==> config.mk <==
export PLATFORM = sky130hd
export DESIGN_NAME = rds_mid_queue
export DESIGN_NICKNAME = d
export VERILOG_FILES = /design/src/hdl/ray_dda_setup_assert.svh /design/src/hdl/rds_pkg.sv /design/src/hdl/rds_mid_queue.sv
export SDC_FILE = /design/constraint.sdc
export NUM_CORES = 1
export LEC_CHECK = 0
export BUFFER_PORTS_ARGS = -buffer_cell sky130_fd_sc_hd__buf_2
export CAP_MARGIN = 20
export CORE_AREA = 2 2 171 173
export DETAILED_ROUTE_END_ITERATION = 8
export DIE_AREA = 0 0 173 175
export GPL_ROUTABILITY_DRIVEN = 0
export MAX_ROUTING_LAYER = met4
export PLACE_DENSITY = 0.78
export SYNTH_ARGS = -nofsm -noshare
export SYNTH_HDL_FRONTEND = slang
export SYNTH_SLANG_ARGS = --single-unit
==> constraint.sdc <==
create_clock -name clock -period 3.1 [get_ports clock]
set_input_delay 0.31 -clock clock [delete_from_list [all_inputs] [get_ports clock]]
set_output_delay 0.31 -clock clock [all_outputs]
set_load 0.005 [all_outputs]
==> src/hdl/ray_dda_setup_assert.svh <==
// ------------------------------------------------------------------------
// Assertion macros for the ray setup block
// Concurrent checks that vanish when SYNTHESIS is defined.
// ------------------------------------------------------------------------
`ifndef RAY_DDA_SETUP_ASSERT_SVH
`define RAY_DDA_SETUP_ASSERT_SVH
`ifndef SYNTHESIS
// Same-cycle implication.
`define RDS_ASSERT_IMP(lbl, clk, rst, ante, cons, msg) \
   lbl: assert property (@(posedge clk) disable iff (rst) (ante) |-> (cons)) else $error(msg);
// Next-cycle implication.
`define RDS_ASSERT_NXT(lbl, clk, rst, ante, cons, msg) \
   lbl: assert property (@(posedge clk) disable iff (rst) (ante) |=> (cons)) else $error(msg);
`else
`define RDS_ASSERT_IMP(lbl, clk, rst, ante, cons, msg)
`define RDS_ASSERT_NXT(lbl, clk, rst, ante, cons, msg)
`endif
`endif

==> src/hdl/rds_pkg.sv <==
// ------------------------------------------------------------------------
// rds_pkg
// Widths, constants and item types shared by the ray setup modules.
// ------------------------------------------------------------------------
`timescale 1ns / 1ps

package rds_pkg;

   localparam int MAP_BITS  = 8;
   localparam int FRAC_BITS = 16;

   localparam int ANG_W = FRAC_BITS + 4;
   localparam int POS_W = MAP_BITS + FRAC_BITS;
   localparam int DIR_W = FRAC_BITS + 2;
   localparam int MAG_W = FRAC_BITS + 1;
   localparam int NUM_W = 2 * FRAC_BITS + 1;
   localparam int QX_W  = (NUM_W > 33) ? NUM_W : 33;

   // Rotation arithmetic is Q4.30 whatever the output precision.
   localparam int INT_BITS = 30;
   localparam int ITERS    = 30;
   localparam int CW       = 34;
   localparam int RW       = 36;
   localparam int Q_SHIFT  = INT_BITS - FRAC_BITS;

   localparam logic signed [RW-1:0] PI_Q30      = 36'sd3373259426;
   localparam logic signed [RW-1:0] HALF_PI_Q30 = 36'sd1686629713;
   localparam logic signed [RW-1:0] TWO_PI_Q30  = 36'sd6746518852;
   localparam logic signed [CW-1:0] GAIN_Q30    = 34'sd652032874;

   localparam int ONE_INT = 1 << FRAC_BITS;
   localparam logic signed [DIR_W-1:0] ONE_DIR = DIR_W'(ONE_INT);
   localparam logic [31:0] SAT32 = 32'hFFFF_FFFF;

   // Queue depths must be powers of two so the pointers wrap by themselves.
   localparam int MQ_DEPTH = 4;
   localparam int MQ_PTR_W = $clog2(MQ_DEPTH);
   localparam int OQ_DEPTH = 2;
   localparam int OQ_PTR_W = $clog2(OQ_DEPTH);

   typedef struct packed {
      logic signed [DIR_W-1:0] dir_x;
      logic signed [DIR_W-1:0] dir_y;
      logic [POS_W-1:0]        pos_x;
      logic [POS_W-1:0]        pos_y;
   } rds_mid_type;

   typedef struct packed {
      logic signed [DIR_W-1:0] dir_x;
      logic signed [DIR_W-1:0] dir_y;
      logic [31:0]             delta_x;
      logic [31:0]             delta_y;
      logic [MAP_BITS-1:0]     cell_x;
      logic [MAP_BITS-1:0]     cell_y;
      logic                    x_steps_back;
      logic                    y_steps_back;
      logic [31:0]             side_x;
      logic [31:0]             side_y;
   } rds_rsp_type;

endpackage

==> src/hdl/rds_mid_queue.sv <==
// ------------------------------------------------------------------------
// rds_mid_queue
// Small register queue between the direction front and the divider back.
// ------------------------------------------------------------------------
`timescale 1ns / 1ps

module rds_mid_queue import rds_pkg::*; (
   input  logic        clock,
   input  logic        reset,
   input  logic        push,
   input  rds_mid_type push_data,
   output logic        full,
   input  logic        pop,
   output rds_mid_type pop_data,
   output logic        empty
);

   rds_mid_type         mem_ff [0:MQ_DEPTH-1];
   logic [MQ_PTR_W-1:0] wr_ptr_ff, rd_ptr_ff;
   logic [MQ_PTR_W:0]   count_ff;
   logic                do_push, do_pop;

   assign full     = count_ff == (MQ_PTR_W+1)'(MQ_DEPTH);
   assign empty    = count_ff == '0;
   assign do_push  = push && !full;
   assign do_pop   = pop && !empty;
   assign pop_data = mem_ff[rd_ptr_ff];

   always_ff @(posedge clock) begin
      if (reset) begin
         wr_ptr_ff <= '0;
         rd_ptr_ff <= '0;
         count_ff  <= '0;
      end else begin
         if (do_push) wr_ptr_ff <= wr_ptr_ff + 1'b1;
         if (do_pop) rd_ptr_ff <= rd_ptr_ff + 1'b1;
         if (do_push && !do_pop) begin
            count_ff <= count_ff + 1'b1;
         end else if (do_pop && !do_push) begin
            count_ff <= count_ff - 1'b1;
         end
      end
   end

   always_ff @(posedge clock) begin
      if (do_push) mem_ff[wr_ptr_ff] <= push_data;
   end

endmodule

==> results.toml, run 1 <==
[outcome]
status = "completed"

[die]
num_rows = 62
die_w_um = 173
core_area_um2 = 28400
num_io_pins = 174
start_util_pct = 44.3
die-area_um2 = 30300
die_h_um = 175

[flow_run]
max_cap_violations = 0

[grt]
grt_pass1_wl_um = 34100
antenna_found_initial = 3
grt_pass1_vias = 5898
grt_start_max_net_pins = 85
grt_overflow = 0
track_usage_pct = 15.3

[worst_setup_path]
crit_buf_inv = 2
path_cells = "buf_12 -> mux4_2 -> buf_2"
timing.rr.start = "count_ff[0]$_SDFFE_PP0P_"
path_max_fanout = 44
path_class = "reg -> out"
crit_family = "multiplexers"
cp_slowest_cell = "mux4_2"
r2r_slack_ns = 0.77
max_stage_delay_ns = 0.59
cp-end-kind = "output pin"
reg2reg_to = "count_ff[2]$_SDFFE_PP0P_"
critPathLaunchType = "flip-flop"
arrival_ns = 2.20
worstRegToRegCells = 8
critPathRequiredTime_ns = 2.79

[sta]
whs_ns = 0.0293
slew_violations = 0
fmax_mhz = 399
min_period_over_period_pct = 80.8
worst-slew-pin-transition_ns = 0.573
setup_viol = 0
slew_headroom_pct = 61.8
grt_setup_unrepaired = "false"
skew_ns = 0.00763
period_needed_ns = 2.51
final-hold-violation-count = 0
tns_ns = 0

[pwr]
vdd_drop_max_mv = 0.468
power-per-cell-area_nw_per_um2 = 810
p_leak_nw = 5.03

[clock_tree]
clock_sink_count = 345
clk_latency_ns = 0.49
post_cts_resized = 0
path_clk_slew_ns = 0.06
cts_hold_buf = 0
clock-root-buffer = "clkbuf_16"
tritoncts = "built"
post_cts_buffers = 0
cts_buffers = 35
clk_path_buf_depth = 3
cts_max_level = 2

[yosys]
avgSynthCellArea_um2 = 25.9
ys_ff_latch = 345
yosysTopAreaCell = "edfxtp_1"
synth_top_area_share_pct = 80.2
ys_top_cells_by_area = "edfxtp_1 80%, mux4_2 15%, dfxtp_1 1.4%"
synth_cell_types = 22
synthCells = 486
synthesis.area_um2 = 12600
synth-seq-area-share_pct = 81.6
synthesis.nets = 580
ys_warn_count = 0

[routing]
detail-route-antenna-nets = 0
vias_per_cell = 5.11
routedWlPerCell_um = 20.5
post-route-drc-count = 0
dr.first_iter.drc_count = 396
num_vias = 5617
wl_um = 22500
dr.pass1.iters = 4

[placed_design]
dpl.cell_count = 1034
dp_hpwl_um = 13900
port_buffers = 173

[layout]
layout-drive-gt1-share_pct = 44.9
nNetsFinal = 781
layout.cells.non_filler = 1099
areaGrowthSynthToFinish_pct = 19.7
layout_commonest_cell = "edfxtp_1"
layout_common_cells = "336 x edfxtp_1, 173 x buf_2, 84 x mux4_2, 37 x clkbuf_16"

[min_path]
worstHoldStart = "push_data[60]"
min_path_cells = 1
min_to = "mem_ff[0][60]$_DFFE_PP_"
hp-class = "in -> reg"
## logic make-up after synthesis
logic type	after synthesis	synth area share, %
DFF	345	81.6
xor gates and xnor gates	4	0.278
buffers and inverters	23	1.23
adders and majority gates	6	0.656
and+or+nand+nor	16	0.716
muxes	86	15.2
AOI/OAI and AO/OA	6	0.288
## worst reg2reg max path, delay by kind of cell (launching register included)
kind / cells / cell delay (ns)
buf+inv: 1 / 0.07
fa+ha+maj: 2 / 0.65
compound gates: 1 / 0.13
flops: 1 / 0.47
xor+xnor: 1 / 0.18
simple gates: 3 / 0.76
## power by group
| group | total (mW) | internal (mW) | switching [mW] |
|---|---|---|---|
| clock network | 3.92 | 2.34 | 1.58 |
| registers | 5.81 | 5.61 | 0.197 |
| logic | 2.47 | 1.33 | 1.15 |
## worst max path at each step
stage | from | end | cells after the start
after floorplan | count_ff[0]$_SDFFE_PP0P_ | mem_ff[0][0]$_DFFE_PP_ | 3
after global routing | flip-flop | pop_data[79] | 3
after global placement | count_ff[0]$_SDFFE_PP0P_ | count_ff[2]$_SDFFE_PP0P_ | 8
final | flip-flop | pop_data[79] | 3
after detailed placement | count_ff[0]$_SDFFE_PP0P_ | count_ff[2]$_SDFFE_PP0P_ | 8
after CTS | flip-flop | pop_data[79] | 3
## through the flow
stage / setup WS, ns / cell area [um2] / power [mW] / util [%]
after floorplan: 0.787 / 12600 / 7.44 / -
after global placement: 0.857 / 14000 / 8.40 / 49.2
after detailed placement: 0.753 / 14000 / 8.45 / 49.2
after CTS: 0.550 / 15000 / 12.4 / 53.0
after global routing: 0.474 / 15100 / 12.7 / 53.0
final: 0.594 / 15100 / 12.2 / 53.0
## layer usage
| layer | vias up | wire [um] | GRT usage (%) |
|---|---|---|---|
| met4 | 0 | 362 | 4.34 |
| met5 | - | 0 | - |
| met1 | 2913 | 9460 | 19.7 |
| met2 | 183 | 11200 | 24.3 |
| met3 | 33 | 1470 | 4.03 |
| li1 | 2488 | - | - |
## state kept, by name, indices dropped and copies added (netlist names), named ones only
register,count
rd_ptr_ff,2
count_ff,3
wr_ptr_ff,2
mem_ff,336
## final cells by class
type	instances	area [um2]
clock inverter	17	125
timing repair buffer	183	1030
sequential	345	10300
clock buffer	45	956
tap	384	480
multi-input combinational	118	2170
fill	2225	13300
inverter	4	15.0
antenna	3	7.51
## cell usage after synthesis
cell type,instances
a21oi_1,2
and2_1,4
buf_2,7
buf_4,2
buf_6,7
clkbuf_1,3
dfxtp_1,9
edfxtp_1,336
fa_1,1
ha_1,5
inv_1,4
mux2i_1,2
mux4_2,84
nand2b_1,2
nor2_1,6
nor3_1,1
nor3b_2,1
o21ai_0,2
o311ai_0,1
o31ai_1,1
or3_1,2
xor2_1,4
(Power assumes the default switching activity.)
==> run 2, diff against run 1 <==
PLACE_DENSITY = 0.75   (was 0.78)
clock period = 2.62 ns   (was 3.1 ns; I/O delays follow)
==> run 2 against run 1 <==
Utilization grew 3.5 points. Cell area is 6.7% higher. Final cell count rose by 8.5%. Clock power increased by 22%. Critical path type unchanged. Largest cell class unchanged. Largest power group unchanged.
==> results.toml, run 2 (same netlist as run 1, synthesis figures left out) <==
[sta]
whs_ns = 0.0475
final-hold-violation-count = 0
min_period_over_period_pct = 91.5
period_needed_ns = 2.40
slew_violations = 0
tns_ns = 0
layout_setup_ws_ns = 0.222
skew_ns = 0.0138
fmax_mhz = 417
slew_headroom_pct = 64.5
grt_setup_unrepaired = "false"
worst-slew-pin-transition_ns = 0.533
setup_viol = 0

[worst_setup_path]
path_cells = "buf_12 -> mux4_2 -> buf_2"
crit_family = "flip-flops"
critPathRequiredTime_ns = 2.36
crit_buf_inv = 2
path_class = "reg -> out"
timing.rr.start = "count_ff[0]$_SDFFE_PP0P_"
cp-end-kind = "output pin"
max_stage_delay_ns = 0.60
reg2reg_to = "count_ff[2]$_SDFFE_PP0P_"
critPathLaunchType = "flip-flop"
r2r_slack_ns = 0.51
setup.worst_path.end = "pop_data[16]"
worstRegToRegCells = 7
arrival_ns = 2.14
path_max_fanout = 27
path_depth = 3
cp_slowest_cell = "dfxtp_4"

[layout]
final_util_pct = 56.6
largest_reg_flops = 336
areaGrowthSynthToFinish_pct = 27.6
layout_common_cells = "336 x edfxtp_1, 173 x buf_2, 84 x mux4_2, 84 x dlygate4sd3_1, 39 x clkbuf_16"
layout_commonest_cell = "edfxtp_1"
top_register = "mem_ff"
layout-drive-gt1-share_pct = 41.4
design_area_um2 = 16100
reg_top3 = "mem_ff (336), count_ff (3)"
layout.cells.non_filler = 1192
nNetsFinal = 876

[pwr]
p_leak_nw = 5.45
vdd_drop_max_mv = 0.591
power-per-cell-area_nw_per_um2 = 919
p_total_mw = 14.8

[grt]
grt_start_max_net_pins = 52
track_usage_pct = 16.1
grt_pass1_wl_um = 36600
grt_pass1_vias = 6648
antenna_found_initial = 2
grt_overflow = 0

[die]
die-area_um2 = 30300
die_w_um = 173
start_util_pct = 44.3
num_rows = 62
die_h_um = 175
num_io_pins = 174
core_area_um2 = 28400

[routing]
detail-route-antenna-nets = 0
num_vias = 5980
vias_per_cell = 5.02
post-route-drc-count = 0
dr.first_iter.drc_count = 473
wl_um = 23700
routedWlPerCell_um = 19.9
dr.pass1.iters = 4

[clock_tree]
clk_latency_ns = 0.50
post_cts_resized = 0
clock-root-buffer = "clkbuf_16"
cts_buffers = 37
clk_path_buf_depth = 3
cts_max_level = 2
tritoncts = "built"
clock_sink_count = 345
path_clk_slew_ns = 0.06

[placed_design]
dpl.cell_count = 1043
port_buffers = 173
dp_hpwl_um = 14000
postPlaceCellArea_um2 = 14100
dp_worst_setup_slack_ns = 0.492

[flow_run]
max_cap_violations = 0

[outcome]
status = "completed"

[min_path]
hp-class = "in -> reg"
==> run 2: cell types whose count changed in the layout (fill, tap and decap cells not counted), sizes merged <==
cell         change
buf              +9
inv              +1
dlygate4sd3     +84
clkinvlp         +2
bufinv           -1
diode            -1
clkinv           -1
==> run 2: how the worst min path moves through the flow <==
| stage | to | cells after the start | from |
|---|---|---|---|
| 2_1_floorplan | mem_ff[0][0]$_DFFE_PP_ | 0 | push_data[0] |
| 3_3_place_gp | mem_ff[2][34]$_DFFE_PP_ | 1 | push_data[34] |
| 3_5_place_dp | mem_ff[0][66]$_DFFE_PP_ | 1 | push_data[66] |
| 4_1_cts | wr_ptr_ff[0]$_SDFFE_PP0P_ | 2 | reset |
| 5_1_grt | count_ff[1]$_SDFFE_PP0P_ | 2 | reset |
| 6_report | wr_ptr_ff[0]$_SDFFE_PP0P_ | 2 | reset |
==> run 2: area by class of cell <==
type	instances	area [um2]
inverter	4	15.0
clock inverter	18	116
tap	384	480
clock buffer	45	998
fill	2109	12300
antenna	2	5.00
sequential	345	10300
multi-input combinational	118	2170
timing repair buffer	276	2000
==> run 2: what timing repair did <==
| action | CTS | global route |
|---|---|---|
| hold buffers | 84 | 0 |
| endpoints found under the hold margin | 336 | 0 |
| setup buffers | 0 | 0 |
==> run 2: worst reg2reg max path: cells and delay by family (launching register included) <==
kind                     cells  cell delay (ns)
flip-flops                   1             0.37
adder cells (fa/ha/maj)      2             0.62
buffers and inverters        1             0.06
AND/OR/NAND/NOR              1             0.30
XOR/XNOR                     1             0.17
AO/OA/AOI/OAI                2             0.52
==> run 2: layer usage <==
layer  wire (um)  up-vias  part of all wire, %  GRT usage, %
met5           0        -                    0             -
met4         356        0                  1.5          4.17
met3        1590       32                  6.7          3.87
met2       11900      206                   50          26.1
met1        9910     3060                   42          20.7
li1            -     2682                    -             -
==> run 2: where the power goes <==
group          switching [mW]  internal, mW
combinational            1.39          1.73
sequential              0.245          6.64
clock                    1.97          2.80
total                    3.60          11.2
